==> src/hrhp_pkg.sv <==
package hrhp_pkg;

    localparam int VERSION_WIDTH = 8;
    localparam int VW = VERSION_WIDTH;

    localparam logic [7:0] CH_CR    = 8'h0D;
    localparam logic [7:0] CH_LF    = 8'h0A;
    localparam logic [7:0] CH_SP    = 8'h20;
    localparam logic [7:0] CH_HT    = 8'h09;
    localparam logic [7:0] CH_H     = 8'h48;
    localparam logic [7:0] CH_T     = 8'h54;
    localparam logic [7:0] CH_P     = 8'h50;
    localparam logic [7:0] CH_SLASH = 8'h2F;
    localparam logic [7:0] CH_DOT   = 8'h2E;
    localparam logic [7:0] CH_COLON = 8'h3A;
    localparam logic [7:0] CH_DEL   = 8'h7F;
    localparam logic [7:0] CH_US    = 8'h1F;
    localparam logic [7:0] CH_ZERO  = 8'h30;
    localparam logic [7:0] CH_NINE  = 8'h39;

    typedef enum logic [19:0] {
        PH_METHOD_START = 20'h00001,
        PH_METHOD       = 20'h00002,
        PH_URI          = 20'h00004,
        PH_H            = 20'h00008,
        PH_T1           = 20'h00010,
        PH_T2           = 20'h00020,
        PH_P            = 20'h00040,
        PH_SLASH        = 20'h00080,
        PH_MAJ_START    = 20'h00100,
        PH_MAJ          = 20'h00200,
        PH_MIN_START    = 20'h00400,
        PH_MIN          = 20'h00800,
        PH_LF1          = 20'h01000,
        PH_LINE_START   = 20'h02000,
        PH_LWS          = 20'h04000,
        PH_NAME         = 20'h08000,
        PH_SP_VALUE     = 20'h10000,
        PH_VALUE        = 20'h20000,
        PH_LF2          = 20'h40000,
        PH_LF3          = 20'h80000
    } t_phase;

    typedef enum logic [1:0] {
        ST_PENDING = 2'd0,
        ST_DONE    = 2'd1,
        ST_BAD     = 2'd2
    } t_status;

    typedef enum logic [2:0] {
        ROLE_NONE      = 3'd0,
        ROLE_METHOD    = 3'd1,
        ROLE_URI       = 3'd2,
        ROLE_NAME_NEW  = 3'd3,
        ROLE_NAME      = 3'd4,
        ROLE_VALUE     = 3'd5
    } t_role;

    typedef struct packed {
        t_phase          phase;
        logic            header_seen;
        logic [VW-1:0]   major;
        logic [VW-1:0]   minor;
    } t_parse_state;

    typedef struct packed {
        t_status status;
        t_role   role;
    } t_step_res;

    function automatic logic is_ctl(input logic [7:0] c);
        return (c <= CH_US) || (c == CH_DEL);
    endfunction

    function automatic logic is_sep(input logic [7:0] c);
        logic r;
        case (c) inside
            8'h28, 8'h29, 8'h3C, 8'h3E, 8'h40, 8'h2C, 8'h3B, 8'h3A, 8'h5C, 8'h22,
            8'h2F, 8'h5B, 8'h5D, 8'h3F, 8'h3D, 8'h7B, 8'h7D, 8'h20, 8'h09:
                r = 1'b1;
            default:
                r = 1'b0;
        endcase
        return r;
    endfunction

    function automatic logic is_tok(input logic [7:0] c);
        return !c[7] && !is_ctl(c) && !is_sep(c);
    endfunction

    function automatic logic is_dig(input logic [7:0] c);
        return (c >= CH_ZERO) && (c <= CH_NINE);
    endfunction

    function automatic logic [VW-1:0] acc_digit(input logic [VW-1:0] acc,
                                                input logic [7:0]    c);
        logic [VW+3:0] wide;
        wide = ({4'd0, acc} * (VW+4)'(10)) + {{VW{1'b0}}, c[3:0]};
        return (wide > {4'd0, {VW{1'b1}}}) ? {VW{1'b1}} : wide[VW-1:0];
    endfunction

    function automatic logic [7:0] cap8(input logic [VW-1:0] acc);
        logic [VW+7:0] wide;
        wide = {8'd0, acc};
        return (wide > (VW+8)'(255)) ? 8'hFF : wide[7:0];
    endfunction

endpackage

==> src/hrhp_if.sv <==
interface hrhp_in_if;
    logic       valid;
    logic       ready;
    logic [7:0] data_byte;
    logic       restart;

    modport source (output valid, output data_byte, output restart, input ready);
    modport sink   (input valid, input data_byte, input restart, output ready);
endinterface

interface hrhp_out_if;
    logic       valid;
    logic       ready;
    logic [1:0] status;
    logic [2:0] byte_role;
    logic [7:0] echo_byte;
    logic [7:0] version_major;
    logic [7:0] version_minor;

    modport source (output valid, output status, output byte_role, output echo_byte,
                    output version_major, output version_minor, input ready);
    modport sink   (input valid, input status, input byte_role, input echo_byte,
                    input version_major, input version_minor, output ready);
endinterface

==> src/hrhp_step.sv <==
module hrhp_step (
    input  hrhp_pkg::t_parse_state i_state,
    input  logic [7:0]             i_byte,
    input  logic                   i_restart,
    output hrhp_pkg::t_parse_state o_state,
    output hrhp_pkg::t_step_res    o_res
);
    import hrhp_pkg::*;

    t_parse_state w_cur;
    logic         w_ws;

    assign w_ws = (i_byte == CH_SP) || (i_byte == CH_HT);

    always_comb begin
        w_cur = i_state;
        if (i_restart) begin
            w_cur.phase       = PH_METHOD_START;
            w_cur.header_seen = 1'b0;
        end
        o_state      = w_cur;
        o_res.status = ST_PENDING;
        o_res.role   = ROLE_NONE;

        unique case (w_cur.phase)
            PH_METHOD_START: begin
                if (is_tok(i_byte)) begin
                    o_state.phase = PH_METHOD;
                    o_res.role    = ROLE_METHOD;
                end else o_res.status = ST_BAD;
            end
            PH_METHOD: begin
                if (i_byte == CH_SP) o_state.phase = PH_URI;
                else if (is_tok(i_byte)) o_res.role = ROLE_METHOD;
                else o_res.status = ST_BAD;
            end
            PH_URI: begin
                if (i_byte == CH_SP) o_state.phase = PH_H;
                else if (is_ctl(i_byte)) o_res.status = ST_BAD;
                else o_res.role = ROLE_URI;
            end
            PH_H: begin
                if (i_byte == CH_H) o_state.phase = PH_T1;
                else o_res.status = ST_BAD;
            end
            PH_T1: begin
                if (i_byte == CH_T) o_state.phase = PH_T2;
                else o_res.status = ST_BAD;
            end
            PH_T2: begin
                if (i_byte == CH_T) o_state.phase = PH_P;
                else o_res.status = ST_BAD;
            end
            PH_P: begin
                if (i_byte == CH_P) o_state.phase = PH_SLASH;
                else o_res.status = ST_BAD;
            end
            PH_SLASH: begin
                if (i_byte == CH_SLASH) begin
                    o_state.major = '0;
                    o_state.minor = '0;
                    o_state.phase = PH_MAJ_START;
                end else o_res.status = ST_BAD;
            end
            PH_MAJ_START: begin
                if (is_dig(i_byte)) begin
                    o_state.major = acc_digit(w_cur.major, i_byte);
                    o_state.phase = PH_MAJ;
                end else o_res.status = ST_BAD;
            end
            PH_MAJ: begin
                if (i_byte == CH_DOT) o_state.phase = PH_MIN_START;
                else if (is_dig(i_byte)) o_state.major = acc_digit(w_cur.major, i_byte);
                else o_res.status = ST_BAD;
            end
            PH_MIN_START: begin
                if (is_dig(i_byte)) begin
                    o_state.minor = acc_digit(w_cur.minor, i_byte);
                    o_state.phase = PH_MIN;
                end else o_res.status = ST_BAD;
            end
            PH_MIN: begin
                if (i_byte == CH_CR) o_state.phase = PH_LF1;
                else if (is_dig(i_byte)) o_state.minor = acc_digit(w_cur.minor, i_byte);
                else o_res.status = ST_BAD;
            end
            PH_LF1: begin
                if (i_byte == CH_LF) o_state.phase = PH_LINE_START;
                else o_res.status = ST_BAD;
            end
            PH_LINE_START: begin
                if (i_byte == CH_CR) o_state.phase = PH_LF3;
                else if (w_cur.header_seen && w_ws) o_state.phase = PH_LWS;
                else if (is_tok(i_byte)) begin
                    o_state.header_seen = 1'b1;
                    o_state.phase       = PH_NAME;
                    o_res.role          = ROLE_NAME_NEW;
                end else o_res.status = ST_BAD;
            end
            PH_LWS: begin
                if (i_byte == CH_CR) o_state.phase = PH_LF2;
                else if (w_ws) o_state.phase = PH_LWS;
                else if (is_ctl(i_byte)) o_res.status = ST_BAD;
                else begin
                    o_res.role    = ROLE_VALUE;
                    o_state.phase = PH_VALUE;
                end
            end
            PH_NAME: begin
                if (i_byte == CH_COLON) o_state.phase = PH_SP_VALUE;
                else if (is_tok(i_byte)) o_res.role = ROLE_NAME;
                else o_res.status = ST_BAD;
            end
            PH_SP_VALUE: begin
                if (i_byte == CH_SP) o_state.phase = PH_VALUE;
                else o_res.status = ST_BAD;
            end
            PH_VALUE: begin
                if (i_byte == CH_CR) o_state.phase = PH_LF2;
                else if (is_ctl(i_byte)) o_res.status = ST_BAD;
                else o_res.role = ROLE_VALUE;
            end
            PH_LF2: begin
                if (i_byte == CH_LF) o_state.phase = PH_LINE_START;
                else o_res.status = ST_BAD;
            end
            PH_LF3: begin
                o_res.status = (i_byte == CH_LF) ? ST_DONE : ST_BAD;
            end
            default: begin
                o_res.status = ST_BAD;
            end
        endcase

        // drop every state change on a malformed byte
        if (o_res.status == ST_BAD) o_state = w_cur;
    end

endmodule

==> src/http_request_head_parser.sv <==
// Each accepted byte goes through the input register, then one parse step into the result register;
//   while the result register is stalled, the byte waits in the input register.
// Throughput: one byte per cycle while results are taken; a stalled result holds off input.
// Reset (i_rst_n low, synchronous): both stages empty, phase at method start,
//   header flag and version accumulators cleared.
module http_request_head_parser (
    input  logic       i_clk,
    input  logic       i_rst_n,
    hrhp_in_if.sink    i_in,
    hrhp_out_if.source o_out
);
    import hrhp_pkg::*;

    logic          r_in_valid;
    logic [7:0]    r_in_byte;
    logic          r_in_restart;

    t_parse_state  r_state;
    t_parse_state  n_state;
    t_step_res     w_res;

    logic          r_out_valid;
    t_status       r_out_status;
    t_role         r_out_role;
    logic [7:0]    r_out_byte;
    logic [7:0]    r_out_major;
    logic [7:0]    r_out_minor;

    logic          w_adv;
    logic          w_fire;

    assign w_adv      = !r_out_valid || o_out.ready;
    assign w_fire     = r_in_valid && w_adv;
    assign i_in.ready = !r_in_valid || w_adv;

    hrhp_step u_step (
        .i_state   (r_state),
        .i_byte    (r_in_byte),
        .i_restart (r_in_restart),
        .o_state   (n_state),
        .o_res     (w_res)
    );

    always_ff @(posedge i_clk) begin
        if (!i_rst_n) begin
            r_in_valid <= 1'b0;
        end else if (i_in.ready) begin
            r_in_valid <= i_in.valid;
        end
        if (i_in.valid && i_in.ready) begin
            r_in_byte    <= i_in.data_byte;
            r_in_restart <= i_in.restart;
        end
    end

    always_ff @(posedge i_clk) begin
        if (!i_rst_n) begin
            r_state.phase       <= PH_METHOD_START;
            r_state.header_seen <= 1'b0;
            r_state.major       <= '0;
            r_state.minor       <= '0;
        end else if (w_fire) begin
            r_state <= n_state;
        end
    end

    always_ff @(posedge i_clk) begin
        if (!i_rst_n) begin
            r_out_valid <= 1'b0;
        end else if (w_adv) begin
            r_out_valid <= r_in_valid;
        end
        if (w_fire) begin
            r_out_status <= w_res.status;
            r_out_role   <= w_res.role;
            r_out_byte   <= r_in_byte;
            r_out_major  <= cap8(n_state.major);
            r_out_minor  <= cap8(n_state.minor);
        end
    end

    assign o_out.valid         = r_out_valid;
    assign o_out.status        = r_out_status;
    assign o_out.byte_role     = r_out_role;
    assign o_out.echo_byte     = r_out_byte;
    assign o_out.version_major = r_out_major;
    assign o_out.version_minor = r_out_minor;

endmodule

==> src/flat_wrapper.sv <==
// flat-port wrapper written by rule: the top's interface ports become plain ports
module http_request_head_parser_flat import hrhp_pkg::*;
  (i_clk, i_rst_n, i_in_valid, i_in_data_byte, i_in_restart, i_in_ready, o_out_valid, o_out_status, o_out_byte_role, o_out_echo_byte, o_out_version_major, o_out_version_minor, o_out_ready);
  hrhp_in_if i_in_i ();
  hrhp_out_if o_out_i ();
  input  logic i_clk;
  input  logic i_rst_n;
  input wire logic [$bits(i_in_i.valid)-1:0] i_in_valid;
  input wire logic [$bits(i_in_i.data_byte)-1:0] i_in_data_byte;
  input wire logic [$bits(i_in_i.restart)-1:0] i_in_restart;
  output wire logic [$bits(i_in_i.ready)-1:0] i_in_ready;
  output wire logic [$bits(o_out_i.valid)-1:0] o_out_valid;
  output wire logic [$bits(o_out_i.status)-1:0] o_out_status;
  output wire logic [$bits(o_out_i.byte_role)-1:0] o_out_byte_role;
  output wire logic [$bits(o_out_i.echo_byte)-1:0] o_out_echo_byte;
  output wire logic [$bits(o_out_i.version_major)-1:0] o_out_version_major;
  output wire logic [$bits(o_out_i.version_minor)-1:0] o_out_version_minor;
  input wire logic [$bits(o_out_i.ready)-1:0] o_out_ready;
  assign i_in_i.valid = i_in_valid;
  assign i_in_i.data_byte = i_in_data_byte;
  assign i_in_i.restart = i_in_restart;
  assign i_in_ready = i_in_i.ready;
  assign o_out_valid = o_out_i.valid;
  assign o_out_status = o_out_i.status;
  assign o_out_byte_role = o_out_i.byte_role;
  assign o_out_echo_byte = o_out_i.echo_byte;
  assign o_out_version_major = o_out_i.version_major;
  assign o_out_version_minor = o_out_i.version_minor;
  assign o_out_i.ready = o_out_ready;
  http_request_head_parser u_core (.i_clk(i_clk), .i_rst_n(i_rst_n), .i_in(i_in_i), .o_out(o_out_i));
endmodule
==> config.mk <==
export PLATFORM = sky130hd
export DESIGN_NAME = http_request_head_parser_flat
export DESIGN_NICKNAME = d
export VERILOG_FILES = /design/src/hrhp_pkg.sv /design/src/hrhp_if.sv /design/src/hrhp_step.sv /design/src/http_request_head_parser.sv /design/src/flat_wrapper.sv
export SDC_FILE = /design/constraint.sdc
export NUM_CORES = 1
export LEC_CHECK = 0
export ABC_AREA = 1
export BUFFER_PORTS_ARGS = -buffer_cell sky130_fd_sc_hd__clkbuf_2
export CAP_MARGIN = 0
export CORE_MARGIN = 2
export CORE_UTILIZATION = 48
export DETAILED_ROUTE_END_ITERATION = 8
export PLACE_DENSITY = 0.67
export REMOVE_ABC_BUFFERS = 1
export SYNTH_ARGS = -nofsm -noshare
export SYNTH_HDL_FRONTEND = slang
export SYNTH_SLANG_ARGS = --single-unit
export TNS_END_PERCENT = 30
==> constraint.sdc <==
create_clock -name i_clk -period 4.4 [get_ports i_clk]
set_clock_uncertainty 0.15 [all_clocks]
set_input_delay 0.66 -clock i_clk [delete_from_list [all_inputs] [get_ports i_clk]]
set_output_delay 0.66 -clock i_clk [all_outputs]
set_load 0.005 [all_outputs]
Yosys cells after proc, flatten, opt, wreduce, memory -nomap -nowiden
Cells that the tools add are included.
- register bits: 77
- logic and storage cells: 171
- output and inout bits: 31
- bits of input ports: 13
- muxes and demuxes: 77
- reductions and logical operators: 25
- $mul: 2
- add/sub/neg operators: 2
- equal/unequal tests: 47
- order comparisons: 5
- operators with widths (operator ; count):
    20-bit 2-to-1 mux ; 21
    20-bit one-hot mux with 18 select lines ; 1
    8-bit by 6-bit equality test with 1-bit output (second input constant) ; 13
    8-bit by 7-bit equality test with 1-bit output (second input constant) ; 10
    8-bit 2-to-1 mux ; 6
    8-bit one-hot mux with 3 select lines ; 2
    21-bit 2-to-1 mux ; 2
    5-bit 2-to-1 mux ; 8
    37-bit 2-to-1 mux ; 1
    2-bit 2-to-1 mux ; 17
    2-bit one-hot mux with 17 select lines ; 1
    12-bit by 4-bit adder with 12-bit output ; 2
    8-bit by 4-bit equality test with 1-bit output (second input constant) ; 3
    12-bit by 8-bit > comparator with 1-bit output (second input constant) ; 2
    8-bit by 3-bit multiplier with 11-bit output (second input constant) ; 2
    3-bit one-hot mux with 7 select lines ; 1
    20-bit by 1-bit equality test with 1-bit output (second input constant) ; 1
    20-bit by 10-bit equality test with 1-bit output (second input constant) ; 1
    20-bit by 11-bit equality test with 1-bit output (second input constant) ; 1
    20-bit by 12-bit equality test with 1-bit output (second input constant) ; 1
    20-bit by 13-bit equality test with 1-bit output (second input constant) ; 1
    20-bit by 14-bit equality test with 1-bit output (second input constant) ; 1
    20-bit by 15-bit equality test with 1-bit output (second input constant) ; 1
    20-bit by 16-bit equality test with 1-bit output (second input constant) ; 1
    24 further kinds ; 58

Longest topological paths before layout
- depth after elaboration: 14
- gate-level depth with buffers: 17
- mapped depth without buffers: 17

Hierarchy
A second synthesis with hierarchy kept.
- cell total of the unflattened synthesis: 937
- area total of the unflattened synthesis: 6567.5 µm²
- by module, submodules not included (module ; instances ; cells each ; seq. area each (µm²) ; area an instance (µm²)):
    hrhp_step ; 1 ; 646 ; 0.0 ; 3689.8
    http_request_head_parser ; 1 ; 291 ; 1921.8 ; 2877.8

Worst setup path before layout
OpenSTA, ideal clock, no wires.
- path kind: register to register
- start: register u_core.r_state[1] in the netlist's numbering
- end: register u_core.r_out_minor[0] (netlist: u_core.o_out.version_minor[0]), data pin
- data arrival time: 2.282 ns
- setup time: 0.267 ns
- path buffers: 0
- setup slack: 1.700 ns
- period minus slack after synthesis: 2.700 ns
- cell stages (with the launch flop): 15
- cells stage by stage: dfxtp_1 -> ha_1 -> ha_1 -> inv_1 -> fa_1 -> nor2_1 -> nand3_1 -> nand2_1 -> nand2_1 -> nor2_1 -> nand2_1 -> nand2_1 -> nand4_1 -> o211ai_1 -> nand3_1
- RTL lines (what ; RTL line ; text):
    from (decl) ; http_request_head_parser.sv:18 ; t_parse_state r_state;
    from (signal assigned) ; http_request_head_parser.sv:63 ; r_state <= n_state;
    to (signal assigned) ; http_request_head_parser.sv:78 ; r_out_minor <= cap8(n_state.minor);
    to (decl) ; http_request_head_parser.sv:27 ; logic [7:0] r_out_minor;

==> results.md <==
* Status: finished, final reports clean
* Total clock buffers created by CTS at 9
* Footprint of the multi-input gates at 3810 sq um
* DRC viols at 0
* Relative contribution of combinational cells to total power at 16.0%
* Synth Cell Area at 6380 sq um
* Warnings from Yosys at 0
* Area added between synthesis and finish at 9.76%
* IO Pins at 44
* Most frequent CP cell: sky130_fd_sc_hd__nand2_1
* Part of the total power dissipated in sequential elements at 43.8%
* Slowest cell delay on critical path at 450 ps
* Final worst path period need at 3090 ps
* Power density of the placed cells at 268 nW/um^2
* Final core utilization at 53.3%
* Setup repair after global routing missed its margin: no
* Capture point of the worst reg-to-reg path: u_core.o_out.version_minor[4]
* Number of gates resized after CTS at 0
* Hold path startpoint: i_in_data_byte[6]
* Type of the worst setup path: reg -> reg
* Master cell of the clock root buffer: sky130_fd_sc_hd__clkbuf_16
* Number of vias per cell at 5.48
* Avg Inst Size Synth at 6.98 sq um
* Initial standard-cell utilization of the core at 48.6%
* Maximum level of the CTS H-tree at 3
* Leakage power at 3.37 nW
* Post-layout worst setup margin at 1310 ps
* Final routed wire length divided by cell count at 14.6 microns
* Height of the die at 119 microns
* Width of the die at 119 microns
* Worst ir drop on vdd at 0.000201 V
* Post-synth cell types at 54
* Number of instances in the synthesized netlist at 914
* Number of enable-type register cells in the synthesized netlist at 38
* Global route total overflow at 0
* Most instantiated flip-flop cell in the synthesis netlist: sky130_fd_sc_hd__dfxtp_1
* Deepest clock path buffer count at 2
* Endpoint of the worst hold-timing path: u_core.r_in_byte[6]
* CTS tree: yes
* Worst Setup Slack post-DPL at 1340 ps
* FILL cells at 1331
* Number of global-route vias before repair at 5933
* Worst setup path startpoint: u_core.r_state[3]
* Maximum clock frequency at 324 MHz
* Clock slew at the register clock pins of the worst setup and hold paths at 60 ps
* Clock sink count at 77
* Worst hold path depth at 1
* Family with the most delay on the worst path: simple AND/OR/NAND/NOR gates
* Crit path max-delay cell type: sky130_fd_sc_hd__dfxtp_1
* Setup Fix Bufs, Post-CTS at 0
* Die footprint at 14200 sq um
* Seq/Total Area, Yosys at 30.1%
* Cell count of the worst reg-to-reg path at 14
* Iteration-0 DRC count of the detailed router at 373
* CP endpoint kind: flip-flop
* Arrival @ worst endpoint at 3010 ps
* Initial antenna violation count at 0
* Count of inserted antenna diode cells at 0
* Register-to-register setup slack at 1310 ps
* Clock insertion delay at the later pin of the skew report at 350 ps
* # rows at 42
* Final-stage net count at 993
* Startpoint type of the worst setup path: flip-flop
* Count of port buffers added during placement at 43
* Remaining number of nets flagged by the antenna check after routing at 0
* Internal power at 0.00133 W
* DR vias at 6171
* Setup total negative slack at 0 ps
* Number of max-cap violations at 0
* Share of layout cells above drive strength 1 at 14.1%
* Power share of the clock group at 40.2%
* Final number of max-transition violations at 0
* Period Utilization, post-route at 70.1%
* Share of synthesized registers carrying an async set or reset at 0%
* CTS Hold Buffers Added at 0
* Critical Path Fanout Max at 8
* Largest net degree at the start of global routing at 48
* Total wire length after detailed routing at 16500 microns
* Net switching component of the power at 0.000543 W
* Power, Total at 0.00188 W
* Placed wire-length estimate at 11800 microns
* Switching share of power at 28.9%
* Number of setup violations in the final report at 0
* Sequential Area at 1920 sq um
* Number of hold violations in the final report at 0
* Required time of the critical path at 4330 ps
* Core area at 13100 sq um
* Count of TritonRoute iterations in the first routing pass at 5
* Relative slew margins at 47.9%
* GR Util All Layers at 24.5%
* Flops & latches, synth at 77
* Slew @ Worst Pin at 775 ps
* Class of the most critical hold timing path: in -> reg
* Chain of cells forming the critical path: ha_1, ha_1, inv_1, fa_1, nor2_1, nand3_1, nand2_1, nand2_1, nor2_1, nand2_1, nand2_1, nand4_1, o211ai_1, nand3_1
* First-pass GRT wire length at 28200 microns
* Number of buffers and inverters on the critical path at 1
* Final GP Congestion at 0.956
* Startpoint of the worst-slack reg-to-reg timing path: u_core.r_state[3]
[worst max-delay path by stage]
stage | to | slack (ps) | cells past startpoint
6_report | u_core.o_out.version_minor[4] | 1310 | 14
4_1_cts | u_core.o_out.version_minor[7] | 1330 | 14
2_1_floorplan | u_core.r_state[36] | 1180 | 7
3_5_place_dp | u_core.o_out.version_minor[7] | 1340 | 14
3_3_place_gp | u_core.o_out.version_minor[4] | 1350 | 14
5_1_grt | u_core.o_out.version_minor[4] | 1000 | 14
[sequential cells by signal, indices dropped and copies added (netlist names)]
register,flops
u_core.r_state,37
u_core.o_out.valid,1
u_core.o_out.echo_byte,8
u_core.r_in_valid,1
u_core.o_out.version_major,8
u_core.r_in_restart,1
u_core.r_in_byte,8
u_core.o_out.status,2
u_core.o_out.byte_role,3
u_core.o_out.version_minor,8
[cell usage after synthesis (5+ instances only)]
| master | n | share of area, % |
|---|---|---|
| sky130_fd_sc_hd__o211ai_1 | 18 | 2.1 |
| sky130_fd_sc_hd__buf_6 | 5 | 0.88 |
| sky130_fd_sc_hd__nand2_1 | 227 | 13 |
| sky130_fd_sc_hd__nand3_2 | 9 | 1.4 |
| sky130_fd_sc_hd__o21ai_2 | 6 | 0.82 |
| sky130_fd_sc_hd__nor3_1 | 15 | 1.2 |
| sky130_fd_sc_hd__nor4_1 | 5 | 0.49 |
| sky130_fd_sc_hd__dfxtp_1 | 39 | 12 |
| sky130_fd_sc_hd__edfxtp_1 | 38 | 18 |
| sky130_fd_sc_hd__nand3_1 | 90 | 7.1 |
| sky130_fd_sc_hd__nand4_1 | 50 | 4.9 |
| sky130_fd_sc_hd__nand2_2 | 11 | 1.1 |
| sky130_fd_sc_hd__a21oi_1 | 48 | 3.8 |
| sky130_fd_sc_hd__nand2_4 | 5 | 0.88 |
| sky130_fd_sc_hd__ha_1 | 30 | 5.9 |
| sky130_fd_sc_hd__buf_2 | 6 | 0.47 |
| sky130_fd_sc_hd__nand3b_1 | 7 | 0.82 |
| sky130_fd_sc_hd__o21ai_0 | 23 | 1.8 |
| sky130_fd_sc_hd__inv_2 | 7 | 0.41 |
| sky130_fd_sc_hd__inv_1 | 123 | 7.2 |
| sky130_fd_sc_hd__a21oi_2 | 9 | 1.2 |
| sky130_fd_sc_hd__nor2_4 | 6 | 1.1 |
| sky130_fd_sc_hd__clkbuf_1 | 11 | 0.65 |
| sky130_fd_sc_hd__nor2_1 | 70 | 4.1 |
[cell type report]
cell class	count	share of cell area, %
well taps	176	3.14
flip-flops and latches	77	27.4
clock inverters	7	1.05
clock buffers	9	3.22
repair buffers	48	3.79
inverters	131	7.02
multi-input cells	679	54.3
[cells in the final DEF (no fill, tap or decap), drive strengths merged, types with 5 or more instances in the layout]
cell | synthesis | final
ha | 30 | 30
nor2 | 81 | 81
nor3 | 17 | 17
nand4 | 52 | 52
nand2 | 244 | 244
o21ai | 34 | 34
nor4 | 8 | 8
edfxtp | 38 | 38
inv | 130 | 132
nand3b | 7 | 7
a21oi | 57 | 57
clkbuf | 11 | 52
dfxtp | 39 | 39
buf | 16 | 5
nand3 | 99 | 99
o211ai | 18 | 18
[cells by family after synthesis]
group           count (synthesis)  synth area share [%]
simple gates                  517                  39.7
buf+inv                       158                  10.4
compound gates                122                  11.8
flops                          77                  30.1
fa+ha+maj                      34                  7.14
xor+xnor                        6                 0.824
[metal layers]
metal	GRT usage, %	routed length (microns)
met5	0	0
met4	7.43	260
met3	4.60	866
met2	41.2	7890
met1	32.0	7490
[metrics by stage]
| stage | cells | cell area (sq um) | hold WS, ps |
|---|---|---|---|
| 6_report | 1127 | 7000 | 331 |
| 5_1_grt | 1127 | 7000 | 318 |
| 2_1_floorplan | 887 | 6210 | 305 |
| 4_1_cts | 1127 | 7000 | 318 |
| 3_3_place_gp | 1111 | 6710 | 335 |
| 3_5_place_dp | 1111 | 6710 | 342 |
[power groups by stage]
stage / Sequential, W / Clock (W) / Combinational [W]
detailed placement: 0.000837 / 0 / 0.000297
global route: 0.000825 / 0.000805 / 0.000343
floorplan: 0.000828 / 0 / 0.000215
finish: 0.000821 / 0.000754 / 0.000300
global placement: 0.000836 / 0 / 0.000294
CTS: 0.000822 / 0.000773 / 0.000299
[worst reg2reg max path, stage by stage (launching register included)]
cell and delay, ps:
sky130_fd_sc_hd__dfxtp_1 450, sky130_fd_sc_hd__ha_1 280, sky130_fd_sc_hd__ha_1 210, sky130_fd_sc_hd__inv_1 70
sky130_fd_sc_hd__fa_1 440, sky130_fd_sc_hd__nor2_1 150, sky130_fd_sc_hd__nand3_1 100, sky130_fd_sc_hd__nand2_1 70
sky130_fd_sc_hd__nand2_1 60, sky130_fd_sc_hd__nor2_1 130, sky130_fd_sc_hd__nand2_1 70, sky130_fd_sc_hd__nand2_1 210
sky130_fd_sc_hd__nand4_1 150, sky130_fd_sc_hd__o211ai_1 170, sky130_fd_sc_hd__nand3_1 120
Power figures use the tool's default switching activity.
